===== src/hdl/sfdu_pkg.sv =====
`timescale 1ns / 1ps

package sfdu_pkg;

  localparam logic [7:0] ESC_BYTE  = 8'h19;
  localparam logic [7:0] FLAG_GOOD = 8'hB1;
  localparam logic [7:0] FLAG_BAD  = 8'hB2;

  localparam logic [7:0] D_19 = 8'h19;
  localparam logic [7:0] D_99 = 8'h99;
  localparam logic [7:0] D_11 = 8'h11;
  localparam logic [7:0] D_13 = 8'h13;

  localparam int unsigned QDEPTH = 4;
  localparam int unsigned QAW    = $clog2(QDEPTH);

  typedef struct packed {
    logic       run_last;
    logic       err;
    logic       last;
    logic       first;
    logic [7:0] data;
  } res_t;

  // up to two results produced by one accepted request
  typedef struct packed {
    logic [1:0] cnt;
    res_t       r0;
    res_t       r1;
  } push_t;

  typedef struct packed {
    logic [1:0] cnt;
    logic [7:0] a;
    logic [7:0] b;
  } esc_t;

  function automatic esc_t decode_code(input logic [7:0] c);
    esc_t e;
    e = '{cnt: 2'd2, a: 8'h00, b: 8'h00};
    unique case (c)
      8'h5C: begin e.cnt = 2'd1; e.a = D_19; end
      8'h76: begin e.cnt = 2'd1; e.a = D_99; end
      8'hA0: begin e.cnt = 2'd1; e.a = D_11; end
      8'hA1: begin e.cnt = 2'd1; e.a = D_13; end
      8'h5D: begin e.a = D_19; e.b = D_19; end
      8'h77: begin e.a = D_99; e.b = D_99; end
      8'hA2: begin e.a = D_11; e.b = D_11; end
      8'hA3: begin e.a = D_13; e.b = D_13; end
      8'hA4: begin e.a = D_19; e.b = D_99; end
      8'hA5: begin e.a = D_19; e.b = D_11; end
      8'hA6: begin e.a = D_19; e.b = D_13; end
      8'hA7: begin e.a = D_99; e.b = D_19; end
      8'hA8: begin e.a = D_99; e.b = D_11; end
      8'hA9: begin e.a = D_99; e.b = D_13; end
      8'hAA: begin e.a = D_11; e.b = D_19; end
      8'hAB: begin e.a = D_11; e.b = D_99; end
      8'hAC: begin e.a = D_11; e.b = D_13; end
      8'hAD: begin e.a = D_13; e.b = D_19; end
      8'hAE: begin e.a = D_13; e.b = D_99; end
      8'hAF: begin e.a = D_13; e.b = D_11; end
      default: e.cnt = 2'd0;
    endcase
    return e;
  endfunction

endpackage


===== src/hdl/sfdu_decode.sv =====
`timescale 1ns / 1ps

module sfdu_decode (
  input  logic          clk,
  input  logic          rst_n,
  input  logic          cfg_we,
  input  logic [7:0]    cfg_data,
  input  logic          in_fire,
  input  logic [7:0]    rx_byte,
  input  logic          chunk_last,
  output sfdu_pkg::push_t push
);

  logic [7:0] addr_r;
  logic       in_frame_r, in_frame_nxt;
  logic       esc_r, esc_nxt;
  logic       drop_r, drop_nxt;
  sfdu_pkg::esc_t code;
  sfdu_pkg::push_t p;

  always_comb begin
    code         = sfdu_pkg::decode_code(rx_byte);
    in_frame_nxt = in_frame_r;
    esc_nxt      = esc_r;
    drop_nxt     = drop_r;
    p            = '0;

    if (drop_r) begin
      if (chunk_last) drop_nxt = 1'b0;
    end else if (!in_frame_r) begin
      if (rx_byte == addr_r) begin
        in_frame_nxt = 1'b1;
        esc_nxt      = 1'b0;
        p.cnt        = 2'd1;
        p.r0.data    = rx_byte;
        p.r0.first   = 1'b1;
      end
    end else if (esc_r) begin
      if (rx_byte == sfdu_pkg::FLAG_GOOD || rx_byte == sfdu_pkg::FLAG_BAD) begin
        p.cnt        = 2'd2;
        p.r0.data    = sfdu_pkg::ESC_BYTE;
        p.r1.data    = rx_byte;
        p.r1.last    = 1'b1;
        p.r1.err     = (rx_byte == sfdu_pkg::FLAG_BAD);
        in_frame_nxt = 1'b0;
        esc_nxt      = 1'b0;
        drop_nxt     = !chunk_last;
      end else if (code.cnt != 2'd0) begin
        esc_nxt   = 1'b0;
        p.cnt     = code.cnt;
        p.r0.data = code.a;
        p.r1.data = code.b;
      end else begin
        p.r0.data = sfdu_pkg::ESC_BYTE;
        if (rx_byte == sfdu_pkg::ESC_BYTE) begin
          // second escape stays pending
          p.cnt = 2'd1;
        end else begin
          esc_nxt   = 1'b0;
          p.cnt     = 2'd2;
          p.r1.data = rx_byte;
        end
      end
    end else begin
      if (rx_byte == sfdu_pkg::ESC_BYTE) begin
        esc_nxt = 1'b1;
      end else begin
        p.cnt     = 2'd1;
        p.r0.data = rx_byte;
      end
    end

    p.r0.run_last = (p.cnt == 2'd1);
    p.r1.run_last = (p.cnt == 2'd2);
    push = p;
    if (!in_fire) push.cnt = 2'd0;
  end

  always_ff @(posedge clk) begin
    if (!rst_n) begin
      addr_r     <= 8'h00;
      in_frame_r <= 1'b0;
      esc_r      <= 1'b0;
      drop_r     <= 1'b0;
    end else begin
      if (cfg_we) addr_r <= cfg_data;
      if (in_fire) begin
        in_frame_r <= in_frame_nxt;
        esc_r      <= esc_nxt;
        drop_r     <= drop_nxt;
      end
    end
  end

endmodule


===== src/hdl/sfdu_outq.sv =====
`timescale 1ns / 1ps

module sfdu_outq (
  input  logic            clk,
  input  logic            rst_n,
  input  sfdu_pkg::push_t push,
  output logic            room,
  output logic            q_valid,
  input  logic            q_pop,
  output sfdu_pkg::res_t  q_head
);

  sfdu_pkg::res_t              q_r [sfdu_pkg::QDEPTH];
  logic [sfdu_pkg::QAW-1:0]    wr_ptr_r, rd_ptr_r;
  logic [sfdu_pkg::QAW:0]      count_r, count_nxt;
  logic [sfdu_pkg::QAW-1:0]    wr_ptr1;
  logic                        pop;

  assign pop     = q_pop && q_valid;
  assign q_valid = (count_r != '0);
  // room for the worst case of two results
  assign room    = (count_r <= (sfdu_pkg::QAW + 1)'(sfdu_pkg::QDEPTH - 2));
  assign q_head  = q_r[rd_ptr_r];
  assign wr_ptr1 = wr_ptr_r + 1'b1;

  always_comb begin
    count_nxt = count_r + (sfdu_pkg::QAW + 1)'(push.cnt) - (sfdu_pkg::QAW + 1)'(pop);
  end

  always_ff @(posedge clk) begin
    if (push.cnt != 2'd0) q_r[wr_ptr_r] <= push.r0;
    if (push.cnt == 2'd2) q_r[wr_ptr1]  <= push.r1;
  end

  always_ff @(posedge clk) begin
    if (!rst_n) begin
      wr_ptr_r <= '0;
      rd_ptr_r <= '0;
      count_r  <= '0;
    end else begin
      wr_ptr_r <= wr_ptr_r + sfdu_pkg::QAW'(push.cnt);
      if (pop) rd_ptr_r <= rd_ptr_r + 1'b1;
      count_r  <= count_nxt;
    end
  end

endmodule


===== src/hdl/sync_frame_deframer_unescaper.sv =====
`timescale 1ns / 1ps

// Receive deframer and transparency decoder for a synchronous modem link.
// Raw modem bytes come in on the in_ stream (tlast marks the end of a chunk).
// While hunting, bytes are dropped until one equals the station address,
// written through the cfg_ channel (reset value 0x00, write only while idle).
// Inside a frame, 0x19 escapes are decoded to one or two data bytes, and
// 0x19 0xB1 / 0x19 0xB2 closes the frame, after which the rest of the chunk
// is dropped. One request is accepted per cycle when the queue has room for
// two results and yields zero, one or two results; a stalled output holds off
// the input once three results are waiting. Results enter a four-entry output
// queue at the accepting edge and show on out_ from the next cycle, one per
// cycle while out_tready is high. Each pair follows an escape byte that
// yields nothing (a re-held escape between them yields one), so with
// out_tready held high the input takes a byte every cycle.
module sync_frame_deframer_unescaper (
  input  logic       clk,
  input  logic       rst_n,
  input  logic       cfg_valid,
  output logic       cfg_ready,
  input  logic [7:0] cfg_data,   // station_address
  input  logic       in_tvalid,
  output logic       in_tready,
  input  logic [7:0] in_tdata,   // rx_byte
  input  logic       in_tlast,   // chunk_last
  output logic       out_tvalid,
  input  logic       out_tready,
  output logic [7:0] out_tdata,  // data_byte
  output logic       out_tlast,  // frame_last
  output logic [2:0] out_tuser   // [0] frame_first, [1] frame_error, [2] run_last
);

  sfdu_pkg::push_t push;
  sfdu_pkg::res_t  head;
  logic            room;
  logic            in_fire;

  assign cfg_ready = 1'b1;
  assign in_tready = room;
  assign in_fire   = in_tvalid && room;

  sfdu_decode u_decode (
    .clk        (clk),
    .rst_n      (rst_n),
    .cfg_we     (cfg_valid),
    .cfg_data   (cfg_data),
    .in_fire    (in_fire),
    .rx_byte    (in_tdata),
    .chunk_last (in_tlast),
    .push       (push)
  );

  sfdu_outq u_outq (
    .clk     (clk),
    .rst_n   (rst_n),
    .push    (push),
    .room    (room),
    .q_valid (out_tvalid),
    .q_pop   (out_tready),
    .q_head  (head)
  );

  assign out_tdata = head.data;
  assign out_tlast = head.last;
  assign out_tuser = {head.run_last, head.err, head.first};

endmodule


===== config.mk =====
export PLATFORM = sky130hd
export DESIGN_NAME = sync_frame_deframer_unescaper
export DESIGN_NICKNAME = d
export VERILOG_FILES = /design/src/hdl/sfdu_pkg.sv /design/src/hdl/sfdu_decode.sv /design/src/hdl/sfdu_outq.sv /design/src/hdl/sync_frame_deframer_unescaper.sv
export SDC_FILE = /design/constraint.sdc
export NUM_CORES = 1
export LEC_CHECK = 0
export BUFFER_PORTS_ARGS = -buffer_cell sky130_fd_sc_hd__buf_2
export CAP_MARGIN = 20
export CORE_MARGIN = 4
export CORE_UTILIZATION = 37
export CTS_BUF_LIST = sky130_fd_sc_hd__clkbuf_4 sky130_fd_sc_hd__clkbuf_8
export DETAILED_ROUTE_END_ITERATION = 6
export SYNTH_ARGS = -nofsm -noshare
export SYNTH_HDL_FRONTEND = slang
export SYNTH_SLANG_ARGS = --single-unit

===== constraint.sdc =====
create_clock -name clk -period 2.8 [get_ports clk]
set_input_delay 0.7 -clock clk [delete_from_list [all_inputs] [get_ports clk]]
set_output_delay 0.7 -clock clk [all_outputs]
set_load 0.03 [all_outputs]

Yosys cells after proc, flatten, opt, wreduce, memory -nomap -nowiden
Memory sizes are Yosys's and may differ from the RTL's. A register that Yosys moved wholly into a read port is not among the register bits.
Cells that the tools add are included.

word-level totals
  register bits after elaboration = 18
  RAM bits = 48
  input port bits = 22
  logic and storage cells = 112
  memories = 1

memories
  name        depth  bits a word  read ports  clocked after Yosys merged registers in  write ports  RTL line         text
  u_outq.q_r  4      12           1           1                                        2            sfdu_outq.sv:13  sfdu_pkg::res_t q_r [sfdu_pkg::QDEPTH];

operators by class
  $add $sub $neg = 5
  $lt $le $gt $ge = 1
  equality and inequality tests = 27
  multiplexer cells = 50
  bitwise operators = 1
  reduce and logical (&&, ||, !) cells = 20

operator list
  operator                                                                          number
  8-bit == test, second input constant                                              18
  8-bit 2-to-1 mux                                                                  10
  8-bit case mux with 4 select lines                                                2
  8-bit by 7-bit == test with 1-bit output, second input constant                   4
  2-bit 2-to-1 mux                                                                  13
  1-bit 2-to-1 mux                                                                  22
  4-bit OR reduction                                                                5
  5-bit OR reduction                                                                4
  9-bit 2-to-1 mux                                                                  2
  16-bit OR reduction                                                               1
  8-bit by 5-bit == test with 1-bit output, second input constant                   1
  8-bit == test                                                                     1
  2-bit nonzero test                                                                3
  2-bit by 1-bit adder with 2-bit output, second input constant                     2
  2-bit == test, second input constant                                              2
  2-bit case mux with 2 select lines                                                1
  3-bit by 2-bit adder with 3-bit output                                            1
  3-bit by 2-bit less-or-equal comparator with 1-bit output, second input constant  1
  3-bit AND reduction                                                               1
  3-bit nonzero test                                                                1
  3-bit by 1-bit subtractor with 3-bit output                                       1
  2-bit adder                                                                       1
  2-bit by 1-bit == test with 1-bit output, second input constant                   1
  1-bit logical AND                                                                 2
  other kinds (4)                                                                   4

Logic depth before layout (Yosys ltp)
  depth after elaboration = 13
  gate-level depth with buffers = 12

Modules after synthesis
From an unflattened synthesis, not the netlist that was laid out.

unflattened totals
  cell total of the unflattened synthesis = 341
  area total of the unflattened synthesis = 4,254.1 um2

by module, submodules not included
  module                         times used  cells an instance  area each (um2)  sequential area each (um2)
  sfdu_outq                      1           166                2,902.8          1,621.6
  sfdu_decode                    1           172                1,333.8          220.2
  sync_frame_deframer_unescaper  1           3                  17.5             0.0

Worst setup path after synthesis
OpenSTA, ideal clock, no wires.

  path type = in2reg
  from = input port in_tdata[4]
  to = memory u_outq.q_r[2][0] in the netlist's numbering, enable pin
  library setup time = 0.394 ns
  arrival = 2.583 ns
  data required time = 2.406 ns
  setup slack = -0.177 ns
  cell stages on the path = 8
  path buffers = 2
  cell sequence = buf_4 -> nand3b_4 -> or3_4 -> o2111a_2 -> a22oi_4 -> buf_2 -> o21ai_0 -> o21ai_0

RTL lines
  element      RTL line                             text
  from (decl)  sync_frame_deframer_unescaper.sv:24  input logic [7:0] in_tdata,
  to (decl)    sfdu_outq.sv:13

Final worst setup path
  from = input port in_tdata[7]
  to = register u_outq.count_r[2] in the netlist's numbering

between the ends
  cells in the longest elaborated chain, start to end = 12
  elaborated cells between the ends (all ways) = 40
  classes of those cells = add/sub: 2; eq/ne: 24; mux: 10; reduce/logical: 4

RTL lines
  element                                                                     RTL line           text
  8-bit by 7-bit == test with 1-bit output or 8-bit == test (tied branches)   sfdu_pkg.sv:41     unique case (c)
  16-bit OR reduction (no source line) or 4-bit OR reduction (tied branches)  -
  2-bit case mux with 2 select lines                                          sfdu_pkg.sv:41
  2-bit nonzero test                                                          sfdu_decode.sv:48  end else if (code.cnt != 2'd0) begin
  2-bit 2-to-1 mux                                                            sfdu_decode.sv:48
  2-bit 2-to-1 mux                                                            sfdu_decode.sv:39  if (rx_byte == sfdu_pkg::FLAG_GOOD || rx_byte == sfdu_pkg::FLAG_BAD) begin
  2-bit 2-to-1 mux                                                            sfdu_decode.sv:38  end else if (esc_r) begin
  2-bit 2-to-1 mux *                                                          sfdu_decode.sv:30  end else if (!in_frame_r) begin
  2-bit 2-to-1 mux *                                                          sfdu_decode.sv:28  if (drop_r) begin
  2-bit 2-to-1 mux *                                                          sfdu_decode.sv:76  if (!in_fire) push.cnt = 2'd0;
  3-bit by 2-bit adder with 3-bit output *                                    sfdu_outq.sv:27    count_nxt = count_r + (sfdu_pkg::QAW + 1)'(push.cnt) - (sfdu_pkg::QAW + 1)'(pop);
  3-bit by 1-bit subtractor with 3-bit output *                               sfdu_outq.sv:27
  to (signal assigned)                                                        sfdu_outq.sv:43    count_r <= count_nxt;
  to (decl)                                                                   sfdu_outq.sv:15    logic [sfdu_pkg::QAW:0] count_r, count_nxt;

Mark *: on every way between the ends. The rest lies on a longest branch, timed or not.
A chain may end at the register's enable or synchronous reset.

==> flow_summary.ini <==
[run_status]
outcome = complete, no violations

[finish]
drive_gt1_share_pct = 31.6
fillCellCount = 981
areaGrowthSynthToFinish_pct = 23.8
diodes = 0
nets = 466
post-route-util_pct = 46.9

[synth]
seq_area_frac_synth_pct = 46.1
async_flop_share_pct = 0
synth_ff_type = edfxtp_1
synth_edf_count = 44
synth_seq_cells = 68
synth_fp_nets = 392
ys_types = 65
postSynthCellCount = 365
avgSynthCellArea_um2 = 10.7
yosys_warnings = 0
syn_area_um2 = 3910

[worst_setup_path]
cp-start-kind = input pin
ff2ff_setup_slack_ns = 0.40
cp_max_fo = 5
worstRegToRegCells = 11
critical_path.top_delay_family = simple AND/OR/NAND/NOR gates
timing.critical_path.buf_inv = 1
slowest_delay_ns = 0.41
cpMaxStageDelayCell = or3_4
crit_type = in2reg
rr_startpoint = u_outq.count_r[1]$_SDFF_PN0_
r2r_end = u_outq.count_r[2]$_SDFF_PN0_
worstPathArrival_ns = 2.75
cp.required_ns = 3.01
crit_path_end_kind = flip-flop
crit_chain = buf_2 > nand3b_4 > or3_4 > o2111a_2 > a22oi_4 > ha_4 > fa_2 > xor2_1 > xnor2_1 > nor2_1

[sta]
layout_setup_ws_ns = 0.258
period_share_pct = 90.8
relSlewSlack_pct = 52.6
fmax_mhz = 393
rsz0062_at_grt = false
fin_tns_setup_ns = 0
finalClockSkew_ns = 0.0114
hold_violations = 0
setup_viol = 0
worstMarginPinSlew_ns = 0.705
drv_slew = 0
min_period_ns = 2.54

[global_route]
grt.overflow.total = 0
grt_pass1_vias = 3275
grt_usage_pct = 16.8
grt_pass1_wl_um = 16700
grt_max_degree = 22
antenna_found_initial = 0

[route]
ant_nets = 0
top_layer_used = met4
first_pass_iters = 5
routed_wl_um = 10000
drc = 0
avgRoutedWirePerCell_um = 17.3
wl_met2_um = 4880
detailroute.via_count = 3251
wl_met3_um = 724
met1_length_um = 4210
drt_iter0_markers = 229
vias_per_cell = 5.61

[placement]
gp_congestion = 0.865
port_buffers = 35
dp_slack_ns = -0.0969
place_hpwl_um = 7500

[floorplan]
num_rows = 37
die_x_um = 111
initial_core_util_pct = 37.9
io_pins = 37
die_h_um = 111
die_area_um2 = 12300
core_area_um2 = 10300

[power_and_ir_drop]
power.density_nw_per_um2 = 618
peakVddDrop_uv = 267
p_leak_nw = 1.80
power.total_mw = 3.00

[cts]
cts_buffers = 9
cts_buffer_depth = 2
htreeDepth = 3
postCtsSetupBuffers = 0
cts_root_buf = clkbuf_8
cts_tree = done
cts_resized = 0
postCtsHoldBufs = 0
clkTransAtPathRegs_ns = 0.08
numClockSinks = 68
clock_latency_ns = 0.34

[min_path]
hold_path_depth = 2
hp-start = u_outq.q_r[1][8]$_SDFFE_PP0P_
hold_class = reg2reg
hold_end = u_outq.q_r[1][8]$_SDFFE_PP0P_

[flow_run]
drv_cap = 0
## power breakdown
group | total [mW] | internal [mW] | switching, mW | leakage [nW]
combinational | 0.957 | 0.400 | 0.557 | 1.14
clock | 0.890 | 0.498 | 0.392 | 0.102
sequential | 1.15 | 1.10 | 0.0456 | 0.551
total | 3.00 | 2.00 | 0.994 | 1.80
## cells in the final DEF (no fill, tap or decap), drive strengths merged, types with 5 or more instances in the layout
cell type	Yosys	layout
buf	14	89
edfxtp	44	44
nor2	38	38
nand2	29	29
dfxtp	24	24
a21oi	17	17
inv	14	15
o22ai	13	13
mux4	12	12
xor2	11	11
mux2i	9	9
clkbuf	12	9
o21ai	9	9
and2	8	8
nor3	6	6
nor2b	6	6
o32ai	6	6
xnor2	5	5
nor4	5	5
## flip-flops by register name, summed over array words and instances (netlist names), named ones only
register	cells
u_outq.count_r	3
u_outq.wr_ptr_r	2
u_decode.esc_r	1
u_decode.addr_r	8
u_decode.in_frame_r	1
u_decode.drop_r	1
u_outq.rd_ptr_r	2
u_outq.q_r	48
## worst max path at each step
stage	from	end	slack (ns)	cells past startpoint
finish	in_tdata[7]	u_outq.count_r[2]$_SDFF_PN0_	0.26	10
global placement	in_tdata[7]	u_outq.count_r[1]$_SDFF_PN0_	-0.03	8
floorplan	in_tdata[6]	u_outq.count_r[1]$_SDFF_PN0_	0.006	9
detailed placement	in_tdata[6]	u_outq.q_r[2][6]$_DFFE_PP_	-0.1	10
CTS	in_tdata[6]	u_outq.count_r[2]$_SDFF_PN0_	0.28	11
global route	in_tdata[5]	u_outq.count_r[2]$_SDFF_PN0_	0.11	13
## stage by stage
stage,area (µm²),hold slack (ns),std cells
3_5_place_dp,4630,0.445,564
3_3_place_gp,4630,0.436,564
6_report,4840,0.463,579
4_1_cts,4840,0.463,579
5_1_grt,4840,0.496,579
2_1_floorplan,3980,0.426,365
## cells in the mapped netlist (all sizes together), types with 3 or more instances
| cell | n | area [µm²] |
|---|---|---|
| a21oi | 17 | 85.1 |
| xor2 | 11 | 96.3 |
| nor2 | 38 | 148 |
| nor2b | 6 | 37.5 |
| xnor2 | 5 | 43.8 |
| dfxtp | 24 | 480 |
| inv | 14 | 52.6 |
| o21ai | 9 | 45.0 |
| and2 | 8 | 50.1 |
| mux4 | 12 | 270 |
| o22ai | 13 | 81.3 |
| o32ai | 6 | 52.6 |
| o211ai | 4 | 30.0 |
| nor3 | 6 | 30.0 |
| a211oi | 3 | 22.5 |
| a22o | 3 | 26.3 |
| o21bai | 4 | 30.0 |
| ha | 4 | 50.1 |
| a22oi | 4 | 43.8 |
| mux2i | 9 | 90.1 |
| nand3 | 4 | 20.0 |
| o31ai | 4 | 30.0 |
| a31oi | 4 | 25.0 |
| edfxtp | 44 | 1320 |
| and3 | 4 | 25.0 |
| clkbuf | 12 | 45.0 |
| or3 | 3 | 23.8 |
| nand2b | 4 | 25.0 |
| nor4b | 3 | 26.3 |
| nand2 | 29 | 109 |
| a31o | 3 | 26.3 |
| nand4 | 3 | 18.8 |
| nor4 | 5 | 61.3 |
| buf | 14 | 87.6 |
## tightest hold or removal path, stage by stage (launching register included)
cell,delay [ns]
dfxtp_1,0.32
inv_1,0.05
o22ai_1,0.05
## area by class of cell
class | instances | area, µm² | area share (%)
well taps | 136 | 170 | 3.51
inverters | 14 | 52.6 | 1.08
clock buffers | 9 | 124 | 2.56
flip-flops and latches | 68 | 1800 | 37.2
clock inverters | 6 | 88.8 | 1.83
multi-input cells | 257 | 1980 | 40.8
repair buffers | 89 | 631 | 13.0
## per-layer routing
layer  global-route usage, %  up-vias
met5                       0        -
met4                    5.25        0
met3                    4.04       15
met2                    28.4      147
met1                    21.4     1556
li1                        -     1533
## logic make-up after synthesis
kind of cell	count (synthesis)	synth area share, %
adder cells (fa/ha/maj)	5	1.79
buffers and inverters	40	4.73
XOR/XNOR	16	3.58
other	1	0.0959
flip-flops	68	46.1
AND/OR/NAND/NOR	122	17.6
multiplexers	21	9.21
AO/OA/AOI/OAI	92	17.0
Note: power is estimated with default switching activity, not from simulation.
